File: config.mk
export PLATFORM = sky130hd
export DESIGN_NAME = sector_window_read_splitter_flat
export DESIGN_NICKNAME = d
export VERILOG_FILES = /design/src/hdl/swrs_pkg.sv /design/src/hdl/swrs_if.sv /design/src/hdl/swrs_dpath.sv /design/src/hdl/swrs_ctrl.sv /design/src/hdl/sector_window_read_splitter.sv /design/src/flat_wrapper.sv
export SDC_FILE = /design/constraint.sdc
export NUM_CORES = 1
export LEC_CHECK = 0
export BUFFER_PORTS_ARGS = -buffer_cell sky130_fd_sc_hd__buf_2
export CORE_MARGIN = 2
export CORE_UTILIZATION = 60
export CTS_BUF_LIST = sky130_fd_sc_hd__clkbuf_4
export DETAILED_ROUTE_END_ITERATION = 8
export PLACE_DENSITY = 0.85
export REMOVE_ABC_BUFFERS = 1
export SYNTH_ARGS = -nofsm -noshare
export SYNTH_HDL_FRONTEND = slang
export SYNTH_SLANG_ARGS = --single-unit
File: constraint.sdc
create_clock -name clk -period 21.3 [get_ports clk]
set_clock_uncertainty 0.2 [all_clocks]
set_input_delay 0 -clock clk [delete_from_list [all_inputs] [get_ports clk]]
set_output_delay 0 -clock clk [all_outputs]
set_load 0.01 [all_outputs]
File: src/hdl/swrs_pkg.sv
// Shared types and constants for the sector window read splitter.
// No dependencies; every other file of the block imports this package.
package swrs_pkg;

    // Fixed field widths
    localparam int REQ_W       = 16;
    localparam int POS_W       = 31;
    localparam int ADDR_W      = 32;
    localparam int DEV_LEN_W   = 15;
    localparam int STAGE_OFF_W = 9;
    localparam int COPY_LEN_W  = 15;
    localparam int DEST_OFF_W  = 16;
    localparam int CFG_IDX_W   = 2;
    localparam int CFG_DATA_W  = 31;

    // At most this many descriptors per read
    localparam int CHUNK_BUDGET = 5;
    localparam int CNT_W        = $clog2(CHUNK_BUDGET + 1);

    // Request function codes
    localparam logic FUNC_READ = 1'b0;
    localparam logic FUNC_SEEK = 1'b1;

    // Seek origin codes
    localparam logic [1:0] WHENCE_SET = 2'd0;
    localparam logic [1:0] WHENCE_CUR = 2'd1;
    localparam logic [1:0] WHENCE_END = 2'd2;
    localparam logic [1:0] WHENCE_BAD = 2'd3;

    // Result kinds
    localparam logic KIND_CHUNK = 1'b0;
    localparam logic KIND_FIN   = 1'b1;

    // Completion status codes
    typedef logic [1:0] status_t;
    localparam status_t ST_OK         = 2'd0;
    localparam status_t ST_NOT_OPEN   = 2'd1;
    localparam status_t ST_MISALIGNED = 2'd2;
    localparam status_t ST_BAD_WHENCE = 2'd3;

    // Configuration register indexes
    localparam logic [CFG_IDX_W-1:0] CFG_OPEN = 2'd0;
    localparam logic [CFG_IDX_W-1:0] CFG_BASE = 2'd1;
    localparam logic [CFG_IDX_W-1:0] CFG_SIZE = 2'd2;

    // Controller to datapath commands
    typedef struct packed {
        logic    load;
        logic    setup;
        logic    seek;
        logic    calc_len;
        logic    emit_chunk;
        logic    emit_fin;
        status_t fin_status;
    } swrs_cmd_t;

    // Datapath to controller status
    typedef struct packed {
        logic win_open;
        logic is_seek;
        logic misaligned;
        logic bad_whence;
        logic rem_zero;
        logic stall;
        logic out_free;
    } swrs_stat_t;

    // One result transaction
    typedef struct packed {
        logic                   kind;
        status_t                status;
        logic [ADDR_W-1:0]      dev_offset;
        logic [DEV_LEN_W-1:0]   dev_length;
        logic [STAGE_OFF_W-1:0] stage_offset;
        logic [COPY_LEN_W-1:0]  copy_length;
        logic [DEST_OFF_W-1:0]  dest_offset;
        logic [POS_W-1:0]       byte_count;
        logic                   last;
    } swrs_res_t;

endpackage

File: src/hdl/swrs_if.sv
// Channel interfaces of the sector window read splitter: request, result, config.
// Depends on swrs_pkg for field widths.
interface swrs_req_if import swrs_pkg::*; ();
    logic                    valid;
    logic                    ready;
    logic                    func;
    logic [REQ_W-1:0]        request_size;
    logic [1:0]              dest_align;
    logic signed [ADDR_W-1:0] seek_offset;
    logic [1:0]              seek_whence;

    modport source (output valid, func, request_size, dest_align, seek_offset,
                    seek_whence, input ready);
    modport sink (input valid, func, request_size, dest_align, seek_offset,
                  seek_whence, output ready);
endinterface

interface swrs_res_if import swrs_pkg::*; ();
    logic                   valid;
    logic                   ready;
    logic                   kind;
    logic [1:0]             status;
    logic [ADDR_W-1:0]      dev_offset;
    logic [DEV_LEN_W-1:0]   dev_length;
    logic [STAGE_OFF_W-1:0] stage_offset;
    logic [COPY_LEN_W-1:0]  copy_length;
    logic [DEST_OFF_W-1:0]  dest_offset;
    logic [POS_W-1:0]       byte_count;
    logic                   last;

    modport source (output valid, kind, status, dev_offset, dev_length, stage_offset,
                    copy_length, dest_offset, byte_count, last, input ready);
    modport sink (input valid, kind, status, dev_offset, dev_length, stage_offset,
                  copy_length, dest_offset, byte_count, last, output ready);
endinterface

interface swrs_cfg_if import swrs_pkg::*; ();
    logic                  valid;
    logic                  ready;
    logic [CFG_IDX_W-1:0]  index;
    logic [CFG_DATA_W-1:0] data;

    modport source (output valid, index, data, input ready);
    modport sink (input valid, index, data, output ready);
endinterface

File: src/hdl/swrs_dpath.sv
// Datapath: window registers, position, chunk arithmetic and the result register.
// Depends on swrs_pkg; driven by swrs_ctrl through swrs_cmd_t.
module swrs_dpath import swrs_pkg::*; #(
    parameter int SECTOR_BYTES  = 512,
    parameter int STAGING_BYTES = 16384,
    parameter int MAX_REQUEST   = 65535
) (
    input  logic                    clk,
    input  logic                    rst_n,
    // configuration writes
    input  logic                    cfg_we,
    input  logic [CFG_IDX_W-1:0]    cfg_index,
    input  logic [CFG_DATA_W-1:0]   cfg_data,
    // request fields
    input  logic                    in_func,
    input  logic [REQ_W-1:0]        in_request_size,
    input  logic [1:0]              in_dest_align,
    input  logic signed [ADDR_W-1:0] in_seek_offset,
    input  logic [1:0]              in_seek_whence,
    // control
    input  swrs_cmd_t               cmd,
    output swrs_stat_t              stat,
    // result register
    output logic                    res_valid,
    output swrs_res_t               res_data,
    input  logic                    res_ready
);

    localparam int SEC_LOG = $clog2(SECTOR_BYTES);
    localparam int LEN_W   = $clog2(STAGING_BYTES + 1);
    localparam int GUARD_W = $clog2((2 ** REQ_W) + 3 * SECTOR_BYTES);
    localparam int SUM_W   = ADDR_W + 2;

    // window registers and position
    logic                    open_reg;
    logic [POS_W-1:0]        base_reg;
    logic [POS_W-1:0]        size_reg;
    logic [POS_W-1:0]        cur_reg, cur_next;

    // latched request
    logic                    func_reg;
    logic [REQ_W-1:0]        req_reg;
    logic [1:0]              align_reg;
    logic signed [ADDR_W-1:0] off_reg;
    logic [1:0]              whence_reg;

    // read loop state
    logic [ADDR_W-1:0]       pos_reg, wend_reg;
    logic [REQ_W-1:0]        rem_reg, moved_reg;
    logic [LEN_W-1:0]        len_reg;

    // result register
    logic                    res_valid_reg;
    swrs_res_t               res_reg, res_next;

    logic [POS_W-1:0]        win_avail;
    logic [REQ_W-1:0]        req_clip, rem_set;
    logic [SEC_LOG-1:0]      sec_off;
    logic [ADDR_W-1:0]       chunk_base, len_raw;
    logic [GUARD_W-1:0]      guard, capped, rounded;
    logic [LEN_W-1:0]        len_calc, avail;
    logic [REQ_W-1:0]        copy;
    logic [POS_W-1:0]        rel;
    logic signed [SUM_W-1:0] seek_sum;
    logic [POS_W-1:0]        seek_pos;
    logic [POS_W-1:0]        fin_count;
    logic                    out_free;

    // Read setup: bytes left in window, clipped request
    always_comb
    begin
        win_avail = (cur_reg >= size_reg) ? '0 : size_reg - cur_reg;
        req_clip  = (32'(req_reg) > 32'(MAX_REQUEST)) ? REQ_W'(MAX_REQUEST) : req_reg;
        rem_set   = (32'(req_clip) < 32'(win_avail)) ? req_clip : REQ_W'(win_avail);
    end

    // Chunk length: min(window end, guard), round to sector, cap at staging size
    always_comb
    begin
        sec_off    = pos_reg[SEC_LOG-1:0];
        chunk_base = {pos_reg[ADDR_W-1:SEC_LOG], {SEC_LOG{1'b0}}};
        len_raw    = wend_reg - chunk_base;
        guard      = GUARD_W'(rem_reg) + GUARD_W'(2 * SECTOR_BYTES);
        capped     = (len_raw < ADDR_W'(guard)) ? GUARD_W'(len_raw) : guard;
        rounded    = (capped + GUARD_W'(SECTOR_BYTES - 1)) & ~GUARD_W'(SECTOR_BYTES - 1);
        len_calc   = (32'(rounded) > 32'(STAGING_BYTES)) ? LEN_W'(STAGING_BYTES)
                                                         : LEN_W'(rounded);
    end

    // Copy length of the current chunk
    always_comb
    begin
        avail = len_reg - LEN_W'(sec_off);
        copy  = (32'(avail) > 32'(rem_reg)) ? rem_reg : REQ_W'(avail);
    end

    // Seek target, clamped to 0..size
    always_comb
    begin
        case (whence_reg)
            WHENCE_CUR: rel = cur_reg;
            WHENCE_END: rel = size_reg;
            default:    rel = '0;
        endcase
        seek_sum = SUM_W'(off_reg) + $signed({3'b000, rel});
        if (seek_sum > $signed({3'b000, size_reg}))
            seek_pos = size_reg;
        else if (seek_sum[SUM_W-1])
            seek_pos = '0;
        else
            seek_pos = seek_sum[POS_W-1:0];
    end

    // Completion count: bytes moved, new position, or zero on error
    always_comb
    begin
        if (cmd.fin_status != ST_OK)
            fin_count = '0;
        else if (func_reg == FUNC_SEEK)
            fin_count = cur_reg;
        else
            fin_count = POS_W'(moved_reg);
    end

    // Position update
    always_comb
    begin
        cur_next = cur_reg;
        if (cmd.seek)
            cur_next = seek_pos;
        else if (cmd.emit_fin && cmd.fin_status == ST_OK && func_reg == FUNC_READ)
            cur_next = POS_W'(cur_reg + POS_W'(moved_reg));
    end

    // Next result transaction
    always_comb
    begin
        res_next = '0;
        if (cmd.emit_chunk)
        begin
            res_next.kind         = KIND_CHUNK;
            res_next.status       = ST_OK;
            res_next.dev_offset   = chunk_base;
            res_next.dev_length   = DEV_LEN_W'(len_reg);
            res_next.stage_offset = STAGE_OFF_W'(sec_off);
            res_next.copy_length  = COPY_LEN_W'(copy);
            res_next.dest_offset  = DEST_OFF_W'(moved_reg);
        end
        else
        begin
            res_next.kind       = KIND_FIN;
            res_next.status     = cmd.fin_status;
            res_next.byte_count = fin_count;
            res_next.last       = 1'b1;
        end
    end

    assign out_free = !res_valid_reg || res_ready;

    // Control state: window registers, position, result valid
    always_ff @(posedge clk or negedge rst_n)
    begin
        if (!rst_n)
        begin
            open_reg      <= 1'b0;
            base_reg      <= '0;
            size_reg      <= '0;
            cur_reg       <= '0;
            res_valid_reg <= 1'b0;
        end
        else
        begin
            if (cfg_we)
            begin
                case (cfg_index)
                    CFG_OPEN: open_reg <= cfg_data[0];
                    CFG_BASE: base_reg <= cfg_data;
                    CFG_SIZE: size_reg <= cfg_data;
                    default:  ;
                endcase
            end
            cur_reg <= cur_next;
            if (cmd.emit_chunk || cmd.emit_fin)
                res_valid_reg <= 1'b1;
            else if (res_ready)
                res_valid_reg <= 1'b0;
        end
    end

    // Payload: latched request, loop registers, result fields
    always_ff @(posedge clk)
    begin
        if (cmd.load)
        begin
            func_reg   <= in_func;
            req_reg    <= in_request_size;
            align_reg  <= in_dest_align;
            off_reg    <= in_seek_offset;
            whence_reg <= in_seek_whence;
        end
        if (cmd.setup)
        begin
            pos_reg   <= ADDR_W'(base_reg) + ADDR_W'(cur_reg);
            wend_reg  <= ADDR_W'(base_reg) + ADDR_W'(size_reg);
            rem_reg   <= rem_set;
            moved_reg <= '0;
        end
        if (cmd.calc_len)
            len_reg <= len_calc;
        if (cmd.emit_chunk)
        begin
            pos_reg   <= pos_reg + ADDR_W'(copy);
            moved_reg <= moved_reg + copy;
            rem_reg   <= rem_reg - copy;
        end
        if (cmd.emit_chunk || cmd.emit_fin)
            res_reg <= res_next;
    end

    // Status to the controller
    always_comb
    begin
        stat.win_open   = open_reg;
        stat.is_seek    = (func_reg == FUNC_SEEK);
        stat.misaligned = (align_reg != 2'b00);
        stat.bad_whence = (whence_reg == WHENCE_BAD);
        stat.rem_zero   = (rem_reg == '0);
        stat.stall      = (len_reg <= LEN_W'(sec_off));
        stat.out_free   = out_free;
    end

    assign res_valid = res_valid_reg;
    assign res_data  = res_reg;

endmodule

File: src/hdl/swrs_ctrl.sv
// Controller: sequences one request through decode, chunk loop and completion.
// Depends on swrs_pkg; commands swrs_dpath, reads its status.
module swrs_ctrl import swrs_pkg::*; (
    input  logic       clk,
    input  logic       rst_n,
    input  logic       in_valid,
    output logic       in_ready,
    input  swrs_stat_t stat,
    output swrs_cmd_t  cmd
);

    typedef enum logic [2:0] {
        S_IDLE,
        S_DECIDE,
        S_LEN,
        S_EMIT,
        S_FIN
    } state_t;

    state_t             state_reg, state_next;
    status_t            fin_status_reg, fin_status_next;
    logic [CNT_W-1:0]   chunk_cnt_reg, chunk_cnt_next;

    // Next state and commands
    always_comb
    begin
        state_next      = state_reg;
        fin_status_next = fin_status_reg;
        chunk_cnt_next  = chunk_cnt_reg;
        cmd             = '0;
        cmd.fin_status  = fin_status_reg;
        in_ready        = 1'b0;

        case (state_reg)
            S_IDLE:
            begin
                in_ready = 1'b1;
                if (in_valid)
                begin
                    cmd.load   = 1'b1;
                    state_next = S_DECIDE;
                end
            end
            S_DECIDE:
            begin
                state_next      = S_FIN;
                fin_status_next = ST_OK;
                if (!stat.win_open)
                    fin_status_next = ST_NOT_OPEN;
                else if (stat.is_seek)
                begin
                    if (stat.bad_whence)
                        fin_status_next = ST_BAD_WHENCE;
                    else
                        cmd.seek = 1'b1;
                end
                else if (stat.misaligned)
                    fin_status_next = ST_MISALIGNED;
                else
                begin
                    cmd.setup      = 1'b1;
                    chunk_cnt_next = '0;
                    state_next     = S_LEN;
                end
            end
            S_LEN:
            begin
                // stop when nothing is left or the budget is spent
                if (stat.rem_zero || chunk_cnt_reg == CNT_W'(CHUNK_BUDGET))
                    state_next = S_FIN;
                else
                begin
                    cmd.calc_len = 1'b1;
                    state_next   = S_EMIT;
                end
            end
            S_EMIT:
            begin
                // a chunk that copies nothing ends the read
                if (stat.stall)
                    state_next = S_FIN;
                else if (stat.out_free)
                begin
                    cmd.emit_chunk = 1'b1;
                    chunk_cnt_next = chunk_cnt_reg + CNT_W'(1);
                    state_next     = S_LEN;
                end
            end
            S_FIN:
            begin
                if (stat.out_free)
                begin
                    cmd.emit_fin = 1'b1;
                    state_next   = S_IDLE;
                end
            end
            default:
                state_next = S_IDLE;
        endcase
    end

    // Hold state, completion status and chunk count
    always_ff @(posedge clk or negedge rst_n)
    begin
        if (!rst_n)
        begin
            state_reg      <= S_IDLE;
            fin_status_reg <= ST_OK;
            chunk_cnt_reg  <= '0;
        end
        else
        begin
            state_reg      <= state_next;
            fin_status_reg <= fin_status_next;
            chunk_cnt_reg  <= chunk_cnt_next;
        end
    end

endmodule

File: src/hdl/sector_window_read_splitter.sv
// A request transaction (read or seek) is taken only while the block is idle. A seek, or a
// request refused for a closed window, misaligned destination or bad origin, gives one
// completion after the decide and finish states. A read gives one descriptor per sector-aligned
// device read, at most 5, then a completion; each chunk is first sized in the length state,
// then loaded into the result register in the emit state. Stalls on the result channel hold
// the controller in its emit or finish state. SECTOR_BYTES must be a power of two.
// Configuration writes are always ready and must be made while no request is in flight.
module sector_window_read_splitter import swrs_pkg::*; #(
    parameter int SECTOR_BYTES  = 512,
    parameter int STAGING_BYTES = 16384,
    parameter int MAX_REQUEST   = 65535
) (
    input  logic       clk,
    input  logic       rst_n,
    swrs_req_if.sink   req,
    swrs_res_if.source res,
    swrs_cfg_if.sink   cfg
);

    swrs_cmd_t  cmd;
    swrs_stat_t stat;
    swrs_res_t  res_data;
    logic       req_ready;
    logic       res_valid;

    // Configuration is accepted every cycle
    assign cfg.ready = 1'b1;
    assign req.ready = req_ready;

    swrs_ctrl u_ctrl (
        .clk      (clk),
        .rst_n    (rst_n),
        .in_valid (req.valid),
        .in_ready (req_ready),
        .stat     (stat),
        .cmd      (cmd)
    );

    swrs_dpath #(
        .SECTOR_BYTES  (SECTOR_BYTES),
        .STAGING_BYTES (STAGING_BYTES),
        .MAX_REQUEST   (MAX_REQUEST)
    ) u_dpath (
        .clk             (clk),
        .rst_n           (rst_n),
        .cfg_we          (cfg.valid),
        .cfg_index       (cfg.index),
        .cfg_data        (cfg.data),
        .in_func         (req.func),
        .in_request_size (req.request_size),
        .in_dest_align   (req.dest_align),
        .in_seek_offset  (req.seek_offset),
        .in_seek_whence  (req.seek_whence),
        .cmd             (cmd),
        .stat            (stat),
        .res_valid       (res_valid),
        .res_data        (res_data),
        .res_ready       (res.ready)
    );

    // Drive the result channel from the result register
    assign res.valid        = res_valid;
    assign res.kind         = res_data.kind;
    assign res.status       = res_data.status;
    assign res.dev_offset   = res_data.dev_offset;
    assign res.dev_length   = res_data.dev_length;
    assign res.stage_offset = res_data.stage_offset;
    assign res.copy_length  = res_data.copy_length;
    assign res.dest_offset  = res_data.dest_offset;
    assign res.byte_count   = res_data.byte_count;
    assign res.last         = res_data.last;

`ifndef SYNTHESIS
    // Never overwrite a result transaction that has not been taken
    assert property (@(posedge clk) disable iff (!rst_n)
        (cmd.emit_chunk || cmd.emit_fin) |-> (!res_valid || res.ready))
        else $error("result register overwritten while pending");

    // One request at a time: no new transaction right after one is taken
    assert property (@(posedge clk) disable iff (!rst_n)
        (req.valid && req.ready) |=> !req.ready)
        else $error("request taken while previous one in flight");

    // A failed request reports no bytes
    assert property (@(posedge clk) disable iff (!rst_n)
        (res.valid && res.kind == KIND_FIN && res.status != ST_OK) |-> res.byte_count == '0)
        else $error("error completion with nonzero byte count");

    // Descriptors never end a request
    assert property (@(posedge clk) disable iff (!rst_n)
        (res.valid && res.kind == KIND_CHUNK) |-> !res.last)
        else $error("chunk descriptor marked last");
`endif

endmodule
File: src/flat_wrapper.sv
// flat-port wrapper written by rule: the top's interface ports become plain ports
module sector_window_read_splitter_flat import swrs_pkg::*;
#(
    parameter int SECTOR_BYTES  = 512,
    parameter int STAGING_BYTES = 16384,
    parameter int MAX_REQUEST   = 65535
)
  (clk, rst_n, req_valid, req_func, req_request_size, req_dest_align, req_seek_offset, req_seek_whence, req_ready, res_valid, res_kind, res_status, res_dev_offset, res_dev_length, res_stage_offset, res_copy_length, res_dest_offset, res_byte_count, res_last, res_ready, cfg_valid, cfg_index, cfg_data, cfg_ready);
  swrs_req_if req_i ();
  swrs_res_if res_i ();
  swrs_cfg_if cfg_i ();
  input  logic clk;
  input  logic rst_n;
  input wire logic [$bits(req_i.valid)-1:0] req_valid;
  input wire logic [$bits(req_i.func)-1:0] req_func;
  input wire logic [$bits(req_i.request_size)-1:0] req_request_size;
  input wire logic [$bits(req_i.dest_align)-1:0] req_dest_align;
  input wire logic [$bits(req_i.seek_offset)-1:0] req_seek_offset;
  input wire logic [$bits(req_i.seek_whence)-1:0] req_seek_whence;
  output wire logic [$bits(req_i.ready)-1:0] req_ready;
  output wire logic [$bits(res_i.valid)-1:0] res_valid;
  output wire logic [$bits(res_i.kind)-1:0] res_kind;
  output wire logic [$bits(res_i.status)-1:0] res_status;
  output wire logic [$bits(res_i.dev_offset)-1:0] res_dev_offset;
  output wire logic [$bits(res_i.dev_length)-1:0] res_dev_length;
  output wire logic [$bits(res_i.stage_offset)-1:0] res_stage_offset;
  output wire logic [$bits(res_i.copy_length)-1:0] res_copy_length;
  output wire logic [$bits(res_i.dest_offset)-1:0] res_dest_offset;
  output wire logic [$bits(res_i.byte_count)-1:0] res_byte_count;
  output wire logic [$bits(res_i.last)-1:0] res_last;
  input wire logic [$bits(res_i.ready)-1:0] res_ready;
  input wire logic [$bits(cfg_i.valid)-1:0] cfg_valid;
  input wire logic [$bits(cfg_i.index)-1:0] cfg_index;
  input wire logic [$bits(cfg_i.data)-1:0] cfg_data;
  output wire logic [$bits(cfg_i.ready)-1:0] cfg_ready;
  assign req_i.valid = req_valid;
  assign req_i.func = req_func;
  assign req_i.request_size = req_request_size;
  assign req_i.dest_align = req_dest_align;
  assign req_i.seek_offset = req_seek_offset;
  assign req_i.seek_whence = req_seek_whence;
  assign req_ready = req_i.ready;
  assign res_valid = res_i.valid;
  assign res_kind = res_i.kind;
  assign res_status = res_i.status;
  assign res_dev_offset = res_i.dev_offset;
  assign res_dev_length = res_i.dev_length;
  assign res_stage_offset = res_i.stage_offset;
  assign res_copy_length = res_i.copy_length;
  assign res_dest_offset = res_i.dest_offset;
  assign res_byte_count = res_i.byte_count;
  assign res_last = res_i.last;
  assign res_i.ready = res_ready;
  assign cfg_i.valid = cfg_valid;
  assign cfg_i.index = cfg_index;
  assign cfg_i.data = cfg_data;
  assign cfg_ready = cfg_i.ready;
  sector_window_read_splitter #(.SECTOR_BYTES(SECTOR_BYTES), .STAGING_BYTES(STAGING_BYTES), .MAX_REQUEST(MAX_REQUEST)) u_core (.clk(clk), .rst_n(rst_n), .req(req_i), .res(res_i), .cfg(cfg_i));
endmodule
# ---- Word level (Yosys, flattened, before mapping)
# Cells that the tools add are included.
dict set report totals {
  reg_bits 389
  inputBits 91
  out_inout_bits 125
  word_cells 146
}
dict set report op_classes {
  addsub 13
  magnitude_cmp 7
  n_eq_ne 18
  n_mux 54
  n_bitwise 1
  reduce_logical 23
}
# op n
set ops {}
lappend ops {{31-bit two-way mux} 6}
lappend ops {{16-bit two-way mux} 6}
lappend ops {{31-bit by 31-bit adder with 32-bit output} 2}
lappend ops {{32-bit two-way mux} 2}
lappend ops {{31-bit case mux with 2 select lines} 1}
lappend ops {{3-bit two-way mux} 14}
lappend ops {{32-bit by 32-bit adder with 33-bit output} 1}
lappend ops {{33-bit by 32-bit > comparator with 1-bit output} 1}
lappend ops {{32-bit by 16-bit adder with 32-bit output} 1}
lappend ops {{32-bit by 17-bit less-than comparator with 1-bit output} 1}
lappend ops {{32-bit subtractor} 1}
lappend ops {{31-bit by 16-bit adder with 31-bit output} 1}
lappend ops {{31-bit >= comparator} 1}
lappend ops {{16-bit by 31-bit less-than comparator with 1-bit output} 1}
lappend ops {{31-bit subtractor} 1}
lappend ops {{16-bit by 11-bit adder with 17-bit output (second input constant)} 1}
lappend ops {{17-bit by 9-bit adder with 17-bit output (second input constant)} 1}
lappend ops {{17-bit by 15-bit > comparator with 1-bit output (second input constant)} 1}
lappend ops {{17-bit two-way mux} 1}
lappend ops {{16-bit adder} 1}
lappend ops {{15-bit by 16-bit > comparator with 1-bit output} 1}
lappend ops {{16-bit zero test} 1}
lappend ops {{1-bit two-way mux} 16}
lappend ops {{16-bit subtractor} 1}
lappend ops {{25 further kinds} 52}

# ---- Depth between registers and ports, before layout
# Gate-level depths: netlist (run 1).
dict set report logic_depth {
  ltp_word 8
  depth_mapped 30
  mapped_depth_nobuf 30
}

# ---- Cells and area by module
# A second synthesis (run 1) with hierarchy kept.
dict set report hier_totals {
  cells_unflattened 2843
  hier_area_um2 27568.9
}
# module n_inst cells_each area_each_um2 seq_area_each_um2
set modules_own_cells {}
lappend modules_own_cells {swrs_dpath 1 2786 27012.2 10124.7}
lappend modules_own_cells {swrs_ctrl 1 55 545.5 200.2}
lappend modules_own_cells {sector_window_read_splitter 1 2 11.3 0.0}

# ---- Least setup slack after synthesis (run 1)
# No wires, ideal clock.
dict set report synth_path {
  path_kind {register -> register}
  startpoint {register u_core.u_dpath.pos_reg[1]}
  endpoint {register u_core.u_dpath.pos_reg[26] (data pin)}
  setup_ns 0.270
  t_arrival_ns 6.535
  t_required_ns 20.830
  path_slack_ns 14.295
  path_stages_with_launch 28
  path_buffers 1
  synth_period_minus_slack_ns 7.005
  cell_sequence {edfxtp_1 > nor3_1 > nor3b_1 > nand2_1 > nor3_2 > xnor2_1 > ha_1 > a21o_1 > a21o_1 > a21o_1 > a21o_1 > a21o_1 > a21oi_1 > nor2_1 > o311ai_2 > buf_2 > mux2i_1 > inv_1 > fa_1 > a21o_1 > a21o_1 > a2111oi_0 > o21ai_0 > a21oi_1 > nor4b_1 > and3_1 > xnor2_1 > a21oi_1}
}
dict set report synth_via {
  elab_chain_cells 5
  word_cells_on_any_way 8
  classes_between {2 x add/sub; 2 x order compare; 4 x mux}
}
# element line
set synth_rtl {}
lappend synth_rtl {{from (decl)} swrs_dpath.sv:48} ;# logic [ADDR_W-1:0] pos_reg, wend_reg;
lappend synth_rtl {{from (signal assigned)} swrs_dpath.sv:203} ;# pos_reg <= ADDR_W'(base_reg) + ADDR_W'(cur_reg);
lappend synth_rtl {{from (signal assigned)} swrs_dpath.sv:212} ;# pos_reg <= pos_reg + ADDR_W'(copy);
lappend synth_rtl {{15-bit by 9-bit subtractor with 15-bit output (*)} swrs_dpath.sv:93} ;# avail = len_reg - LEN_W'(sec_off);
lappend synth_rtl {{15-bit by 16-bit > comparator with 1-bit output} swrs_dpath.sv:94} ;# copy = (32'(avail) > 32'(rem_reg)) ? rem_reg : REQ_W'(avail);
lappend synth_rtl {{16-bit two-way mux (*)} swrs_dpath.sv:94}
lappend synth_rtl {{via u_core.u_dpath.copy[1]} swrs_dpath.sv:62} ;# logic [REQ_W-1:0] copy;
lappend synth_rtl {{32-bit by 16-bit adder with 32-bit output (*)} swrs_dpath.sv:212}
lappend synth_rtl {{32-bit two-way mux (*)} swrs_dpath.sv:210} ;# if (cmd.emit_chunk)
# The timed path passes the listed nets; every way through them passes the cells marked *.
# A chain may end at the register's enable or synchronous reset.

# ---- Worst setup path after layout (run 1)
dict set report layout_path {
  startpoint {register u_core.u_dpath.pos_reg[2]}
  endpoint {register u_core.u_dpath.pos_reg[26] (data pin)}
}
dict set report layout_via {
  elab_chain_cells 5
  word_cells_on_any_way 8
  classes_between {2 x add/sub; 2 x order compare; 4 x mux}
}
# element line
set layout_rtl {}
lappend layout_rtl {{15-bit by 9-bit subtractor with 15-bit output} swrs_dpath.sv:93}
lappend layout_rtl {{15-bit by 16-bit > comparator with 1-bit output} swrs_dpath.sv:94}
lappend layout_rtl {{16-bit two-way mux} swrs_dpath.sv:94}
lappend layout_rtl {{via u_core.u_dpath.copy[1]} swrs_dpath.sv:62}
lappend layout_rtl {{32-bit by 16-bit adder with 32-bit output} swrs_dpath.sv:212}
lappend layout_rtl {{32-bit two-way mux} swrs_dpath.sv:210}
# The timed path passes the listed nets, and every way through them passes these cells.

==> results.md, run 1 <==
- The flip-flop count of the largest register, all copies and words added is 103.
- The global-route wire length before repair is 137000 um.
- For this run, the top clock speed supported by timing is 116 MHz.
- By count the netlist is led by 293 x sky130_fd_sc_hd__ha_1, 264 x sky130_fd_sc_hd__nor2_1, 258 x sky130_fd_sc_hd__edfxtp_1.
- The most instantiated library cell after synthesis is sky130_fd_sc_hd__ha_1.
- The cell area that synthesis handed to floorplanning was 27800 um^2.
- The count of clock tree sinks is 361.
- The number of standard cells in the layout, taps in and fillers out is 4019.
- The synthesized netlist contains 94 unique library cells.
- The fraction of the cycle the final worst path needs is 40.3%.
- The worst setup margin is 12710 ps.
- The number of buffers created by CTS is 100.
- In this run the horizontal extent of the chip is 219 um.
- Once the floorplan was initialized, standard cells occupied 61.1% of the core.
- The largest net degree at the start of global routing is 90.
- The flow ran to the end, and the final reports show no timing, DRC or antenna violations.
- The congestion estimate from routability-driven global placement came to 0.972.
- The area of the core region is 45600 um^2.
- Yosys mapped a number of flops with a built-in enable equal to 258.
- The total iterations of the first detailed-routing run is 8.
- Global routing used 36.6% of the available tracks.
- The number of cells on the worst hold path is 3.
- The type of the worst min-delay path is in -> reg.
- After layout, the minimum clock period comes to 8590 ps.
- Sorting the synthesized cells by area gives the leading types as sky130_fd_sc_hd__edfxtp_1 28%, sky130_fd_sc_hd__ha_1 13%, sky130_fd_sc_hd__dfrtp_1 9.3%.
- The setup slack of the worst register-to-register path is 12710 ps.
- The number of fillers in the final layout is 3288.
- In this run the clock root is driven by a sky130_fd_sc_hd__clkbuf_4.
- The layout-stage area growth over the synthesis result is 17.2%.
- In this run the deepest clock path goes through 3 buffers.
- The number of antenna violations at the first check in global routing is 1.
- In this run the tool buffered the top-level ports with 196 buffer cells.
- The combined area of the multi-input logic cells is 16400 um^2.
- Timing analysis after detailed placement gives a worst setup slack of 12880 ps.
- In this run the critical register-to-register path is launched from u_core.u_dpath.pos_reg[2].
- The ratio of routed vias to standard cells is 6.37.
- The mean area per synthesized cell is 9.58 um^2.
- The type of the worst setup path is reg -> reg.
- The origin of the worst min-delay path is req_seek_offset[4].
- The synthesis warning total is 0.
- For this block, the routed nets add up to 88400 um of wire.
- The number of remaining DRC errors is 0.
- After detailed routing, the average wire length per cell comes to 22.0 um.
- In this run the vertical extent of the chip is 219 um.
- The post-route antenna net violation count is 0.
- Setup repair after global routing left no endpoint under its margin.
- In this run the number of H-tree levels came out at 3.
- Of the cells placed in the final design, the portion with a size suffix greater than 1 is 14.6%.
- The analysis attributes to cell leakage a power of 0.0145 uW.
- The worst register-to-register path has a depth of 27.
- The routed layout has 25588 vias.
- In this run the count of I/O pins placed on the die edge is 216.
- The dominant register cell in the synthesized netlist is sky130_fd_sc_hd__edfxtp_1.
- The max-cap check violation count is 0.
- In the final layout, flip-flops and latches occupy 10300 um^2.
- Counting every instance in the synthesized netlist gives 2905.
- At the pin with the least slew margin, the transition time is 1110 ps.
- The largest fanout on the critical path is 10.
- The TritonCTS clock tree is built.
- The maximum resistive drop on vdd is 0.0974 mV.
- In this run, the number of DRC markers left after iteration 0 of detailed routing was 2845.
- STA puts the critical path data arrival time at 8950 ps.
- The floorplan row count is 78.
- In this run the power density over the cells is 132 nW/um^2.
- Once placement completed, the tool counted placed cells totaling 3643.
- Summed over all failing endpoints, the final setup total negative slack is 0 ps.
- The number of max-slew violations in the final report was 0.
- The number of nets in the layout is 3725.
- The proportion of synthesized chip area in sequential cells is 37.1%.
- The setup violation total in the final timing report is 0.
- For this run the aggregate overflow at the end of global routing stands at 0.
- Synthesis inferred 361 register bits.
- The final-layout worst hold slack is 156 ps.
- The final hold violation count is 0.
- Detailed placement ended at an HPWL of 63500 um.
- STA classifies the critical path endpoint as a register.
- In this run the post-CTS setup repair buffer count came out at 0.
- The via count of the first global-routing pass is 25216.
- The proportion of synthesized flip-flops having asynchronous set or reset is 28.5%.
- The worst-skew pair later-pin latency is 900 ps.
- The die covers 48100 um^2.
- The required time of the worst setup path is 21650 ps.
- The cell accounting for the most synthesized area is sky130_fd_sc_hd__edfxtp_1.
- The worst pin sits at a relative slew slack of 25.5%.
- The top-area cell type share of the netlist area is 27.8%.
- The start point of the critical path is u_core.u_dpath.pos_reg[2].
- The startpoint kind of the worst setup timing path is a register.
- Clock-pin slew was measured on the worst setup and hold paths at 70 ps.
==> cell type report <==
cell class | count | share of cell area, %
diodes | 1 | 0.00767
clock buffers | 147 | 3.38
clock inverters | 41 | 0.844
inverters | 199 | 2.29
multi-input cells | 2266 | 50.2
flip-flops and latches | 361 | 31.7
well taps | 600 | 2.30
repair buffers | 404 | 9.27
==> kinds of logic after synthesis <==
family,synth area share [%]
xor gates and xnor gates,5.82
AOI/OAI and AO/OA,17.9
adders and majority gates,13.8
buffers and inverters,4.40
muxes,5.73
DFF,37.1
and+or+nand+nor,15.2
other,0.0270
==> layer usage <==
layer | GRT usage [%] | wire, um | vias up
met5 | 0 | 0 | -
met4 | 17.0 | 3850 | 0
met3 | 6.39 | 8580 | 271
met2 | 60.5 | 41300 | 1516
met1 | 46.8 | 34700 | 12136
li1 | - | - | 11665
==> layout by cell type, fill, tap and decap left out, types with 105 or more instances in the layout <==
master,Yosys,routed
sky130_fd_sc_hd__ha_1,293,293
sky130_fd_sc_hd__o21ai_0,105,105
sky130_fd_sc_hd__edfxtp_1,258,258
sky130_fd_sc_hd__clkbuf_4,0,147
sky130_fd_sc_hd__dlygate4sd3_1,0,186
sky130_fd_sc_hd__nor2_1,264,264
sky130_fd_sc_hd__a21oi_1,198,198
sky130_fd_sc_hd__nand2_1,182,180
sky130_fd_sc_hd__inv_1,198,198
sky130_fd_sc_hd__xnor2_1,128,128
sky130_fd_sc_hd__buf_2,8,195
==> worst paths after layout <==
check | end
min reg2reg | u_core.u_dpath.base_reg[7]
min | u_core.u_dpath.off_reg[4]
min in group asynchronous | u_core.u_dpath.cur_reg[4]
max in group asynchronous | u_core.u_dpath.base_reg[21]
max | u_core.u_dpath.pos_reg[26]
max reg2reg | u_core.u_dpath.pos_reg[26]
==> where the power goes <==
group	leakage (uW)	switching, uW	internal [uW]
clock	0.000827	329	367
combinational	0.0101	1460	968
sequential	0.00363	178	986
total	0.0145	1970	2320
==> stage by stage <==
step	utilization (%)	power (uW)	area (um^2)
final	71.5	4290	32600
after global routing	71.5	4550	32600
after CTS	71.5	4190	32600
after detailed placement	64.4	3460	29300
after global placement	64.4	3380	29300
after floorplan	-	2810	27400
==> repair_timing <==
item                                    in CTS  in global routing
endpoints found under the hold margin      290                  0
endpoints found under the setup margin       0                  0
gates resized for setup                      0                  0
hold buffers                               187                  0
==> critical path: stages, from the launching register on <==
cell and delay, ps:
sky130_fd_sc_hd__edfxtp_1 490, sky130_fd_sc_hd__nor3_1 280, sky130_fd_sc_hd__nor3b_1 380, sky130_fd_sc_hd__nand2_1 170
sky130_fd_sc_hd__nor3_2 300, sky130_fd_sc_hd__xnor2_1 200, sky130_fd_sc_hd__ha_1 280, sky130_fd_sc_hd__a21o_1 180
sky130_fd_sc_hd__a21o_1 170, sky130_fd_sc_hd__a21o_1 170, sky130_fd_sc_hd__a21o_1 160, sky130_fd_sc_hd__a21o_1 170
sky130_fd_sc_hd__a21oi_1 170, sky130_fd_sc_hd__nor2_1 70, sky130_fd_sc_hd__o311ai_2 650, sky130_fd_sc_hd__buf_4 350
sky130_fd_sc_hd__mux2i_1 420, sky130_fd_sc_hd__inv_1 230, sky130_fd_sc_hd__fa_1 470, sky130_fd_sc_hd__a21o_1 180
sky130_fd_sc_hd__a21o_1 200, sky130_fd_sc_hd__a2111oi_0 690, sky130_fd_sc_hd__o21ai_0 400, sky130_fd_sc_hd__a21oi_1 530
sky130_fd_sc_hd__nor4b_1 200, sky130_fd_sc_hd__and3_1 250, sky130_fd_sc_hd__xnor2_1 180, sky130_fd_sc_hd__a21oi_1 100
Power figures use the tool's default switching activity.
==> inputs of run 2 (changes only) <==
--- a/config.mk
+++ b/config.mk
@@ -5,12 +5,13 @@
 export SDC_FILE = /design/constraint.sdc
 export NUM_CORES = 1
 export LEC_CHECK = 0
+export ABC_AREA = 1
 export BUFFER_PORTS_ARGS = -buffer_cell sky130_fd_sc_hd__buf_2
 export CORE_MARGIN = 2
-export CORE_UTILIZATION = 60
+export CORE_UTILIZATION = 57
 export CTS_BUF_LIST = sky130_fd_sc_hd__clkbuf_4
 export DETAILED_ROUTE_END_ITERATION = 8
-export PLACE_DENSITY = 0.85
+export PLACE_DENSITY = 0.84
 export REMOVE_ABC_BUFFERS = 1
 export SYNTH_ARGS = -nofsm -noshare
 export SYNTH_HDL_FRONTEND = slang
==> constraint.sdc (replaced) <==
create_clock -name clk -period 7 [get_ports clk]
set_clock_uncertainty 0.2 [all_clocks]
set_input_delay 0 -clock clk [delete_from_list [all_inputs] [get_ports clk]]
set_output_delay 0 -clock clk [all_outputs]
set_load 0.01 [all_outputs]
==> run 2 against run 1 <==
Net effect:
- maximum frequency up 33%
- critical endpoint is now u_core.u_dpath.pos_reg[21]
- first-iteration DRC count up 3.4%
- largest cell class unchanged
- sequential power rose to 3.0 times the previous value
- highest routed layer unchanged
==> results.md, run 2 <==
- The fraction of final layout cells with drive strength greater than 1 came to 10.9% (was 14.6%).
- The actual slew at the worst max-slew pin is 1060 ps (was 1110 ps).
- The post-route setup TNS came to 0 ps (unchanged).
- The number of port buffers is 196 (unchanged).
- The required time of the worst setup path is 7370 ps (was 21650 ps).
- Cells taking the most area after synthesis: sky130_fd_sc_hd__edfxtp_1 27%, sky130_fd_sc_hd__ha_1 13%, sky130_fd_sc_hd__nand2_1 11% (was sky130_fd_sc_hd__edfxtp_1 28%, sky130_fd_sc_hd__ha_1 13%, sky130_fd_sc_hd__dfrtp_1 9.3%).
- The largest fanout on the critical path is 10 (unchanged).
- The arrival time reported for the critical path endpoint is 6840 ps (was 8950 ps).
- The clock root buffer is sky130_fd_sc_hd__clkbuf_4 (unchanged).
- The most frequent standard cell in the layout excluding fill and tap cells is sky130_fd_sc_hd__nand2_1 (was sky130_fd_sc_hd__ha_1).
- The proportion of synthesized flip-flops having asynchronous set or reset is 28.5% (unchanged).
- The routability congestion estimate is 1.00 (was 0.972).
- The layout-stage area growth over the synthesis result is 16.9% (was 17.2%).
- The proportion of synthesized chip area in sequential cells is 36.0% (was 37.1%).
- The top-area cell type share of the netlist area was 27.0% (was 27.8%).
- The maximum resistive drop on vdd is 0.226 mV (was 0.0974 mV).
- The largest family of logic cells by synthesized area is simple AND/OR/NAND/NOR gates (was compound AO/OA/AOI/OAI gates).
- The synthesized flop and latch total is 361 (unchanged).
- The delay contributed by the slowest stage of the critical path is 450 ps (was 690 ps).
- The most instantiated library cell after synthesis is sky130_fd_sc_hd__nand2_1 (was sky130_fd_sc_hd__ha_1).
- The total iterations of the first detailed-routing run came to 6 (was 8).
- The area enclosed by the die boundary came to 52200 um^2 (was 48100 um^2).
- The ratio of routed vias to standard cells is 5.71 (was 6.37).
- The starting utilization of the core area is 57.4% (was 61.1%).
- The kind of capture point of the worst setup path was a register (unchanged).
- The number of remaining DRC errors was 0 (unchanged).
- The chip height is 228 um (was 219 um).
- The largest net degree at the start of global routing came to 79 (was 90).
- The fraction of synthesized cell area in xor and xnor cells is 4.09% (was 5.82%).
- The synthesized-area fraction occupied by and/or/nand/nor cells is 23.6% (was 15.2%).
- The total via count after detailed routing came to 28218 (was 25588).
- The compound-cell area share of the yosys netlist is 14.4% (was 17.9%).
- The post-route antenna net violation count was 0 (unchanged).
- The per-cell routed wire length came to 17.8 um (was 22.0 um).
- The number of standard cells after synthesis is 3753 (was 2905).
- The number of max-slew violations in the final report is 0 (unchanged).
- The fraction of the cycle the final worst path needs is 92.5% (was 40.3%).
- The number of nets in the layout was 4579 (was 3725).
- The post-detailed-routing wire length came to 88100 um (was 88400 um).
- The time the worst path needs with I/O delays and setup was 6470 ps (was 8590 ps).
- The max-cap check violation count was 0 (unchanged).
- The fraction of the mapped netlist area in adder cells is 13.4% (was 13.8%).
- The final hold violation count is 0 (unchanged).
- Most used standard cells in the synthesized netlist: 873 x sky130_fd_sc_hd__nand2_1, 511 x sky130_fd_sc_hd__inv_1, 332 x sky130_fd_sc_hd__nor2_1 (was 293 x sky130_fd_sc_hd__ha_1, 264 x sky130_fd_sc_hd__nor2_1, 258 x sky130_fd_sc_hd__edfxtp_1).
- The worst setup timing slack at the placement stage is 68.3 ps (was 12880 ps).
- The total chip power was 12100 uW (was 4290 uW).
- The via count of the first global-routing pass is 26896 (was 25216).
- The leakage power was 0.0163 uW (was 0.0145 uW).
- Most used cells in the layout excluding fill and tap cells: 871 x sky130_fd_sc_hd__nand2_1, 511 x sky130_fd_sc_hd__inv_1, 327 x sky130_fd_sc_hd__nor2_1 (was 293 x sky130_fd_sc_hd__ha_1, 264 x sky130_fd_sc_hd__nor2_1, 258 x sky130_fd_sc_hd__edfxtp_1).
- The TritonCTS clock tree is built (unchanged).
- Result of the run: finished, final reports clean (unchanged).
- The ratio of total power to cell area is 359 nW/um^2 (was 132 nW/um^2).
- The setup slack of the worst register-to-register path is 530 ps (was 12710 ps).
- The number of placed cells counting well taps was 4571 (was 3643).
- The number of antenna violations at the first check in global routing came to 4 (was 1).
- The CTS H-tree depth is 3 (unchanged).
- The flip-flop count of the largest register, all copies and words added is 103 (unchanged).
- The overall global routing resource usage is 33.3% (was 36.6%).
- RSZ-0062 raised after global routing: no (unchanged).
- The DRC violation total after the first TritonRoute iteration was 2941 (was 2845).
- The fmax came to 155 MHz (was 116 MHz).
- The die span in x is 228 um (was 219 um).
- The global-route wire length before repair is 138000 um (was 137000 um).
- The worst slew slack as a fraction of its limit was 29.4% (was 25.5%).
- The cell occurring most often along the worst timing path is sky130_fd_sc_hd__nor2_1 (was sky130_fd_sc_hd__a21o_1).
- The floorplan row count was 82 (was 78).
- The worst-skew pair later-pin latency is 930 ps (was 900 ps).
- The number of standard cells in the layout, taps in and fillers out was 4938 (was 4019).
- The overall overflow remaining after global route came to 0 (unchanged).
- The type of the worst setup path was reg -> reg (unchanged).
- The number of buffers created by CTS is 95 (was 100).
- The distinct cell type count of the synthesized netlist is 65 (was 94).
- The area of the mapped netlist is 28700 um^2 (was 27800 um^2).
- The synthesis warning total came to 0 (unchanged).
- The count of clock tree sinks is 361 (unchanged).
- The clock transition at the registers of the reported paths is 80 ps (was 70 ps).
- The multiplexer area fraction after synthesis is 0% (was 5.73%).
- The cell area after placement is 30400 um^2 (was 29300 um^2).
- The worst setup margin is 528 ps (was 12710 ps).
- The HPWL reported at the end of detailed placement was 64400 um (was 63500 um).
- The area of the core region is 50000 um^2 (was 45600 um^2).
- The setup violation total in the final timing report is 0 (unchanged).
- The total I/O pin count is 216 (unchanged).
- The cell accounting for the most synthesized area is sky130_fd_sc_hd__edfxtp_1 (unchanged).
- The mean area per synthesized cell is 7.65 um^2 (was 9.58 um^2).
- The dominant register cell in the synthesized netlist was sky130_fd_sc_hd__edfxtp_1 (unchanged).
- The final instance area is 33500 um^2 (was 32600 um^2).
- The count of flip-flops with a built-in enable after synthesis was 258 (unchanged).
- The worst-path cell with the longest stage delay is sky130_fd_sc_hd__edfxtp_1 (was sky130_fd_sc_hd__a2111oi_0).
- The maximum buffer depth of the clock tree is 3 (unchanged).
- The startpoint kind of the worst setup timing path is a register (unchanged).
- The type of the worst min-delay path is in -> reg (unchanged).
==> run 2: metal layers <==
layer  vias to the layer above  part of all wire (%)  global-route usage [%]
li1                      13517                     -                       -
met1                     12908                    40                    42.5
met2                      1508                    46                    54.0
met3                       285                   9.1                    5.20
met4                         0                   5.7                    19.4
met5                         -                     0                       0
==> run 2: area by class of cell <==
class | instances | area (um^2)
multi-input cells | 2795 | 16100
repair buffers | 410 | 3090
diodes | 4 | 10.0
clock inverters | 36 | 208
fillers | 4099 | 16400
clock buffers | 137 | 1030
well taps | 672 | 841
inverters | 523 | 1970
flip-flops and latches | 361 | 10300
==> run 2: cell families after synthesis <==
logic type | count (synthesis)
and+or+nand+nor | 1598
AOI/OAI and AO/OA | 741
buffers and inverters | 615
DFF | 361
adders and majority gates | 302
xor gates and xnor gates | 134
other | 2
==> run 2: power breakdown <==
part           switching [uW]  total, uW  internal (uW)  leakage, uW
Sequential                462       3450           2990      0.00365
Clock                     974       1950            978     0.000741
Combinational            4320       6650           2340       0.0119
Total                    5750      12100           6300       0.0163
==> run 2: critical path, delay by kind of cell (launching register included) <==
kind | cells | cell delay [ps]
AO/OA/AOI/OAI | 12 | 2170
XOR/XNOR | 1 | 210
adder cells (fa/ha/maj) | 3 | 730
buffers and inverters | 5 | 550
flip-flops | 1 | 450
AND/OR/NAND/NOR | 16 | 1890
==> run 2: timing repair <==
item                                   in CTS  in global routing
hold buffers                              190                  0
setup endpoints to repair                   0                 18
buffers inserted                            0                  0
endpoints found under the hold margin     359                  0
gates resized for setup                     0                 10
==> run 2: final timing paths <==
| path | from | endpoint | cells after the start |
|---|---|---|---|
| setup / recovery | u_core.u_dpath.pos_reg[1] | u_core.u_dpath.pos_reg[21] | 37 |
| hold / removal | req_seek_offset[11] | u_core.u_dpath.off_reg[11] | 3 |
| setup reg to reg | u_core.u_dpath.pos_reg[1] | u_core.u_dpath.pos_reg[21] | 37 |
| hold reg to reg | u_core.u_ctrl.fin_status_reg[1] | u_core.u_ctrl.fin_status_reg[1] | 2 |
| max in group asynchronous | rst_n | u_core.u_dpath.base_reg[29] | 5 |
| min in group asynchronous | rst_n | u_core.u_dpath.base_reg[5] | 5 |
==> run 2: through the flow <==
stage | utilization (%) | hold slack [ps]
floorplan | - | -496
global placement | 60.8 | -156
detailed placement | 60.8 | -146
CTS | 67.1 | 64.2
global route | 67.1 | 150
finish | 67.1 | 125
